===== config.mk =====
export PLATFORM = sky130hd
export DESIGN_NAME = sorted_priority_queue_flat
export DESIGN_NICKNAME = d
export VERILOG_FILES = /design/src/hdl/spq_pkg.sv /design/src/hdl/spq_if.sv /design/src/hdl/spq_cell.sv /design/src/hdl/sorted_priority_queue.sv /design/src/flat_wrapper.sv
export SDC_FILE = /design/constraint.sdc
export NUM_CORES = 2
export LEC_CHECK = 0
export ABC_AREA = 1
export BUFFER_PORTS_ARGS = -buffer_cell sky130_fd_sc_hd__clkbuf_2
export CAP_MARGIN = 40
export CORE_MARGIN = 5
export CORE_UTILIZATION = 45
export DETAILED_ROUTE_END_ITERATION = 8
export GPL_TIMING_DRIVEN = 0
export SLEW_MARGIN = 20
export SYNTH_ARGS = -nofsm -noshare
export SYNTH_HDL_FRONTEND = slang
export SYNTH_HIERARCHICAL = 1
export SYNTH_SLANG_ARGS = --single-unit

===== constraint.sdc =====
create_clock -name i_clk -period 6.8 [get_ports i_clk]
set_input_delay 1.36 -clock i_clk [delete_from_list [all_inputs] [get_ports i_clk]]
set_output_delay 1.36 -clock i_clk [all_outputs]
set_load 0.01 [all_outputs]

===== src/hdl/spq_pkg.sv =====
// Package for the sorted priority queue: entry type, cell control struct,
// action and status codes. Depends on nothing else.
package spq_pkg;

    // Field widths fixed by the item format.
    localparam int unsigned WORD_W   = 32;
    localparam int unsigned STATUS_W = 2;
    localparam int unsigned HELD_W   = 5;

    // Action codes of an input item.
    localparam logic ACT_PUSH = 1'b0;
    localparam logic ACT_POP  = 1'b1;

    // Status codes of a result item.
    localparam logic [STATUS_W-1:0] ST_DONE      = 2'd0;
    localparam logic [STATUS_W-1:0] ST_POP_EMPTY = 2'd1;
    localparam logic [STATUS_W-1:0] ST_PUSH_FULL = 2'd2;

    // One stored value/priority pair.
    typedef struct packed {
        logic signed [WORD_W-1:0] value;
        logic signed [WORD_W-1:0] prio;
    } t_entry;

    // Control handed to each cell in every cycle.
    typedef struct packed {
        logic push;      // an insert takes effect this cycle
        logic pop;       // a removal takes effect this cycle
        logic occupied;  // this cell holds a live entry
        logic left_gt;   // the neighbor toward the head outranks the new item
    } t_cell_ctl;

endpackage


===== src/hdl/spq_if.sv =====
// Handshake interfaces for the input and result channels of the queue.
// Depends on spq_pkg for field widths.
interface spq_in_if;
    logic                                valid;
    logic                                ready;
    logic                                action;
    logic signed [spq_pkg::WORD_W-1:0]   item_value;
    logic signed [spq_pkg::WORD_W-1:0]   item_priority;

    modport source (output valid, action, item_value, item_priority, input ready);
    modport sink   (input valid, action, item_value, item_priority, output ready);
endinterface

interface spq_out_if;
    logic                                valid;
    logic                                ready;
    logic [spq_pkg::STATUS_W-1:0]        status;
    logic signed [spq_pkg::WORD_W-1:0]   popped_value;
    logic signed [spq_pkg::WORD_W-1:0]   popped_priority;
    logic [spq_pkg::HELD_W-1:0]          entries_held;

    modport source (output valid, status, popped_value, popped_priority, entries_held,
                    input ready);
    modport sink   (input valid, status, popped_value, popped_priority, entries_held,
                    output ready);
endinterface


===== src/hdl/spq_cell.sv =====
// One compare-and-shift cell of the queue; holds a single entry.
// Depends on spq_pkg for the entry and control types.
module spq_cell (
    input  logic               i_clk,
    input  spq_pkg::t_cell_ctl i_ctl,
    input  spq_pkg::t_entry    i_new,
    input  spq_pkg::t_entry    i_left,
    input  spq_pkg::t_entry    i_right,
    output spq_pkg::t_entry    o_entry,
    output logic               o_gt
);

    spq_pkg::t_entry r_entry;

    // A live entry with a strictly larger priority stays in front of the new item.
    assign o_gt    = i_ctl.occupied && (r_entry.prio > i_new.prio);
    assign o_entry = r_entry;

    // On a push the first cell not outranking the new item takes it and the
    // cells behind it take their left neighbor; on a pop all shift toward the head.
    always_ff @(posedge i_clk) begin
        if (i_ctl.push) begin
            if (!o_gt) begin
                r_entry <= i_ctl.left_gt ? i_new : i_left;
            end
        end else if (i_ctl.pop) begin
            r_entry <= i_right;
        end
    end

endmodule


===== src/hdl/sorted_priority_queue.sv =====
// Top level of the sorted priority queue: a row of spq_cell instances,
// the fill count and the result register. Depends on spq_pkg and spq_if.
//
//  Channel   Direction  Content
//  i_in      sink       action, item_value, item_priority
//  o_out     source     status, popped_value, popped_priority, entries_held
//
// All cells compare against the new priority in parallel and shift by one
// place at the same edge. The result is registered and appears in the cycle
// after the transfer. A new item is taken whenever the result register is
// empty or being drained, so a stalled result holds back input. The reset
// clears the fill count and the result valid and holds off input; cell
// contents need no reset.
module sorted_priority_queue #(
    parameter int unsigned CAPACITY = 16
) (
    input  logic       i_clk,
    input  logic       i_rst_n,
    spq_in_if.sink     i_in,
    spq_out_if.source  o_out
);

    localparam int unsigned CW = $clog2(CAPACITY + 1);

    logic [CW-1:0]   r_count;
    logic [CW-1:0]   n_count;
    logic            r_out_valid;
    logic [spq_pkg::STATUS_W-1:0]      r_status;
    logic [spq_pkg::STATUS_W-1:0]      n_status;
    logic signed [spq_pkg::WORD_W-1:0] r_pop_value;
    logic signed [spq_pkg::WORD_W-1:0] r_pop_prio;
    logic [CW-1:0]   r_held;

    logic            in_xfer;
    logic            do_push;
    logic            do_pop;
    spq_pkg::t_entry new_entry;
    spq_pkg::t_entry cell_q [CAPACITY];
    logic            cell_gt [CAPACITY];

    // Input is taken out of reset while the result register is free or being drained.
    assign i_in.ready = i_rst_n && (!r_out_valid || o_out.ready);
    assign in_xfer    = i_in.valid && i_in.ready;

    assign new_entry.value = i_in.item_value;
    assign new_entry.prio  = i_in.item_priority;

    // Decide the effect of the transfer and the next fill count.
    always_comb begin
        do_push  = 1'b0;
        do_pop   = 1'b0;
        n_count  = r_count;
        n_status = spq_pkg::ST_DONE;
        if (i_in.action == spq_pkg::ACT_PUSH) begin
            if (r_count == CW'(CAPACITY)) begin
                n_status = spq_pkg::ST_PUSH_FULL;
            end else begin
                do_push = in_xfer;
                n_count = r_count + CW'(1);
            end
        end else begin
            if (r_count == '0) begin
                n_status = spq_pkg::ST_POP_EMPTY;
            end else begin
                do_pop  = in_xfer;
                n_count = r_count - CW'(1);
            end
        end
    end

    // Row of cells; cell 0 holds the head entry, so the row runs in
    // descending priority order.
    for (genvar gi = 0; gi < CAPACITY; gi++) begin : g_cell
        spq_pkg::t_cell_ctl ctl;
        spq_pkg::t_entry    left_q;
        spq_pkg::t_entry    right_q;

        if (gi == 0) begin : g_head
            assign ctl.left_gt = 1'b1;
            assign left_q      = new_entry;
        end else begin : g_body
            assign ctl.left_gt = cell_gt[gi-1];
            assign left_q      = cell_q[gi-1];
        end

        if (gi == CAPACITY - 1) begin : g_last
            assign right_q = new_entry;
        end else begin : g_inner
            assign right_q = cell_q[gi+1];
        end

        assign ctl.push     = do_push;
        assign ctl.pop      = do_pop;
        assign ctl.occupied = r_count > CW'(gi);

        spq_cell u_cell (
            .i_clk   (i_clk),
            .i_ctl   (ctl),
            .i_new   (new_entry),
            .i_left  (left_q),
            .i_right (right_q),
            .o_entry (cell_q[gi]),
            .o_gt    (cell_gt[gi])
        );
    end

    // Fill count and result valid.
    always_ff @(posedge i_clk) begin
        if (!i_rst_n) begin
            r_count     <= '0;
            r_out_valid <= 1'b0;
        end else begin
            if (in_xfer) begin
                r_count     <= n_count;
                r_out_valid <= 1'b1;
            end else if (o_out.ready) begin
                r_out_valid <= 1'b0;
            end
        end
    end

    // Result payload.
    always_ff @(posedge i_clk) begin
        if (in_xfer) begin
            r_status    <= n_status;
            r_held      <= n_count;
            r_pop_value <= do_pop ? cell_q[0].value : '0;
            r_pop_prio  <= do_pop ? cell_q[0].prio  : '0;
        end
    end

    assign o_out.valid           = r_out_valid;
    assign o_out.status          = r_status;
    assign o_out.popped_value    = r_pop_value;
    assign o_out.popped_priority = r_pop_prio;
    assign o_out.entries_held    = spq_pkg::HELD_W'(r_held);

    // The fill count never passes the capacity.
    a_count_bound: assert property (@(posedge i_clk) disable iff (!i_rst_n)
        r_count <= CW'(CAPACITY))
        else $error("fill count above capacity");

    // A push into a store with room grows it by one.
    a_push_grows: assert property (@(posedge i_clk) disable iff (!i_rst_n)
        (in_xfer && i_in.action == spq_pkg::ACT_PUSH && r_count != CW'(CAPACITY))
        |=> r_count == $past(r_count) + CW'(1))
        else $error("push did not grow the store");

    // A rejected pop reports an empty store and no data.
    a_empty_pop: assert property (@(posedge i_clk) disable iff (!i_rst_n)
        (r_out_valid && r_status == spq_pkg::ST_POP_EMPTY)
        |-> (r_held == '0 && r_pop_value == '0 && r_pop_prio == '0))
        else $error("empty pop result inconsistent");

    // The two cells nearest the head stay in descending priority order.
    a_sorted_head: assert property (@(posedge i_clk) disable iff (!i_rst_n)
        (r_count >= CW'(2)) |-> (cell_q[0].prio >= cell_q[1].prio))
        else $error("cell row out of order");

endmodule


===== src/flat_wrapper.sv =====
// flat-port wrapper written by rule: the top's interface ports become plain ports
module sorted_priority_queue_flat 
#(
    parameter int unsigned CAPACITY = 16
)
  (i_clk, i_rst_n, i_in_valid, i_in_action, i_in_item_value, i_in_item_priority, i_in_ready, o_out_valid, o_out_status, o_out_popped_value, o_out_popped_priority, o_out_entries_held, o_out_ready);
  spq_in_if i_in_i ();
  spq_out_if o_out_i ();
  input  logic i_clk;
  input  logic i_rst_n;
  input wire logic [$bits(i_in_i.valid)-1:0] i_in_valid;
  input wire logic [$bits(i_in_i.action)-1:0] i_in_action;
  input wire logic [$bits(i_in_i.item_value)-1:0] i_in_item_value;
  input wire logic [$bits(i_in_i.item_priority)-1:0] i_in_item_priority;
  output wire logic [$bits(i_in_i.ready)-1:0] i_in_ready;
  output wire logic [$bits(o_out_i.valid)-1:0] o_out_valid;
  output wire logic [$bits(o_out_i.status)-1:0] o_out_status;
  output wire logic [$bits(o_out_i.popped_value)-1:0] o_out_popped_value;
  output wire logic [$bits(o_out_i.popped_priority)-1:0] o_out_popped_priority;
  output wire logic [$bits(o_out_i.entries_held)-1:0] o_out_entries_held;
  input wire logic [$bits(o_out_i.ready)-1:0] o_out_ready;
  assign i_in_i.valid = i_in_valid;
  assign i_in_i.action = i_in_action;
  assign i_in_i.item_value = i_in_item_value;
  assign i_in_i.item_priority = i_in_item_priority;
  assign i_in_ready = i_in_i.ready;
  assign o_out_valid = o_out_i.valid;
  assign o_out_status = o_out_i.status;
  assign o_out_popped_value = o_out_i.popped_value;
  assign o_out_popped_priority = o_out_i.popped_priority;
  assign o_out_entries_held = o_out_i.entries_held;
  assign o_out_i.ready = o_out_ready;
  sorted_priority_queue #(.CAPACITY(CAPACITY)) u_core (.i_clk(i_clk), .i_rst_n(i_rst_n), .i_in(i_in_i), .o_out(o_out_i));
endmodule

==> flow_summary.toml <==
[worst_setup_path]
crit_fanout = 34
cp.required_ns = 7.31
startpoint_type = "primary input"
crit_type = "primary input to flip-flop"
endpoint_kind = "flip-flop"
arrival_ns = 5.11

[synthesis]
avgSynthCellArea_um2 = 8.256
synth_warnings = 6
synthCells = 8325
synthesis.area_um2 = 68730

[hold_path]
hp-class = "flip-flop to flip-flop"

[floorplanning]
chipHeight_um = 400.8
die-area_um2 = 160600
io_pins = 142
die_w_um = 400.8
rows = 143
start_util_pct = 45.24
core_area_um2 = 151900

[placement]
pre_cts_ws_ns = 1.468
gp_congestion = 0.8714
dp_hpwl_mm = 163.5
port-buffer-count = 141

[power]
power_frac_comb_pct = 19.3
power_leakage_uw = 0.03318
p_sw_uw = 6140
fin_total_pwr_uw = 19690
power_density_nw_per_um2 = 255.0
power_frac_seq_pct = 43.9
p_int_uw = 13550
ir_drop_mv = 0.2196
power_frac_clock_pct = 36.8
switching_share_pct = 31.18

[timing]
timing.final.ws_setup_ns = 2.200
clock_skew_ns = 0.03195
final-max-slew-violation-count = 0
rsz0062_at_grt = "false"
period_share_pct = 67.64
setup_violations = 0
period_minus_slack_ns = 4.600
setup-tns-final_ns = 0
max_freq_ghz = 0.2174
worst_slew_pin_slew_ns = 0.8545
maxSlewHeadroom_pct = 43.03
hold_viol_final = 0

[clocking]
clk_latency_ns = 0.78
htree_levels = 4
clockRootBuffer = "clkbuf_16"
cts_buffers = 133
cts_max_path_buffers = 3
cts-resized-gates = 0
clk_pin_slew_ns = 0.06
cts_tree = "done"
clock_sinks = 1101
post_cts_buffers = 0
holdBufCountCts = 0

[detailed_routing]
wire_per_inst_um = 19.68
vias_per_cell = 5.522
drc_errors = 0
detail-route-antenna-nets = 0
vias = 59490
drt_iter0_drc = 5701
wirelength_mm = 212.0
drtPass1Iterations = 6

[layout]
final_util_pct = 50.83
num-nets-final = 9226
area_growth_pct = 12.34
n_antenna_cell = 0
drive_gt1_share_pct = 8.258

[grt]
grt_max_degree = 78
grt_pass1_vias = 60190
grt.total_usage_pct = 25.44
grt_pass1_wl_mm = 328.1
gr-total-overflow = 0
grt_antenna_before_repair = 5

[status]
status = "complete, no violations"

[flow_run]
drv_cap = 0
[through the flow]
stage / instance area (um^2) / hold slack (ns) / instances
global placement: 71980 / 0.5195 / 10500
global route: 77210 / 0.5714 / 10770
finish: 77210 / 0.5345 / 10770
floorplan: 68730 / 0.5000 / 8326
detailed placement: 72720 / 0.5230 / 10530
CTS: 77060 / 0.5375 / 10770
[metal layers]
metal  track usage [%]  part of all wire [%]  wire length [um]
met1             34.11                    44             92640
met3             3.196                   6.2             13100
met2             44.04                    48            102200
met4             6.013                   1.9              4046
met5                 0                 0.015                31
[power groups by stage]
stage,Combinational [uW],Sequential [uW],Clock (uW)
floorplan,2450,8610,0
global placement,3480,8850,0
detailed placement,3720,8780,0
global route,4290,8680,7640
finish,3810,8640,7240
CTS,3740,8650,7380
[sequential cells by signal (all words and copies together), names as in the netlist]
signal                        flops
u_core/o_out.status               2
u_core/g_cell.u_cell/o_entry   1024
u_core/o_out.popped_priority     32
u_core/o_out.valid                1
u_core/o_out.entries_held         5
u_core/r_count                    5
u_core/o_out.popped_value        32
[path summary, 6_finish.rpt]
path                                                   from  cells after the start  slack [ns]                                              to
min reg2reg  u_core/g_cell[15].u_cell/o_entry[35]$_DFFE_PP_                      2        0.53  u_core/g_cell[14].u_cell/o_entry[35]$_DFFE_PP_
min          u_core/g_cell[15].u_cell/o_entry[35]$_DFFE_PP_                      2        0.53  u_core/g_cell[14].u_cell/o_entry[35]$_DFFE_PP_
max                                  i_in_item_priority[12]                     16        2.20  u_core/g_cell[10].u_cell/o_entry[52]$_DFFE_PP_
max reg2reg                  u_core/r_count[1]$_SDFFE_PN0N_                     12        2.94   u_core/g_cell[15].u_cell/o_entry[9]$_DFFE_PP_
[critical path, cell delays in order]
cell      delay [ns]
clkbuf_2        0.59
inv_1           0.10
ha_1            0.31
nand4_1         0.19
nor2_1          0.48
nand2_1         0.16
nand2_2         0.14
nand2_2         0.06
nand3_1         0.08
nand3_2         0.17
inv_1           0.11
buf_2           0.32
clkinv_2        0.32
clkbuf_1        0.33
nor2_1          0.24
o21ai_1         0.10
[placed cells by master (no fill, tap or decap), types with 14 or more instances in the layout]
| master | n |
|---|---|
| nand2_4 | 18 |
| buf_12 | 32 |
| clkinv_2 | 33 |
| a21oi_2 | 14 |
| clkbuf_1 | 333 |
| buf_2 | 100 |
| ha_1 | 518 |
| clkbuf_2 | 141 |
| o21ai_1 | 989 |
| nand3_1 | 46 |
| inv_2 | 42 |
| a21o_1 | 19 |
| nor2_1 | 1176 |
| edfxtp_1 | 1095 |
| nor2_2 | 78 |
| nand4_1 | 34 |
| nand2_2 | 34 |
| inv_1 | 737 |
| clkinv_1 | 28 |
| nand3_2 | 20 |
| a21oi_1 | 212 |
| nand2_1 | 1675 |
| o21ai_0 | 1101 |
| clkbuf_16 | 135 |
| o21a_1 | 29 |
| buf_1 | 14 |
[area by class of cell]
cell class              count  area (um^2)
plain buffers             442         1892
multi-input cells        5987        30960
clock buffers             165         3521
flip-flops and latches   1101        33000
inverters                 796         3009
repair buffers            178         1461
fillers                 14460        74690
clock inverters            74        827.0
well taps                2030         2540
Note: power is estimated with default switching activity, not from simulation.
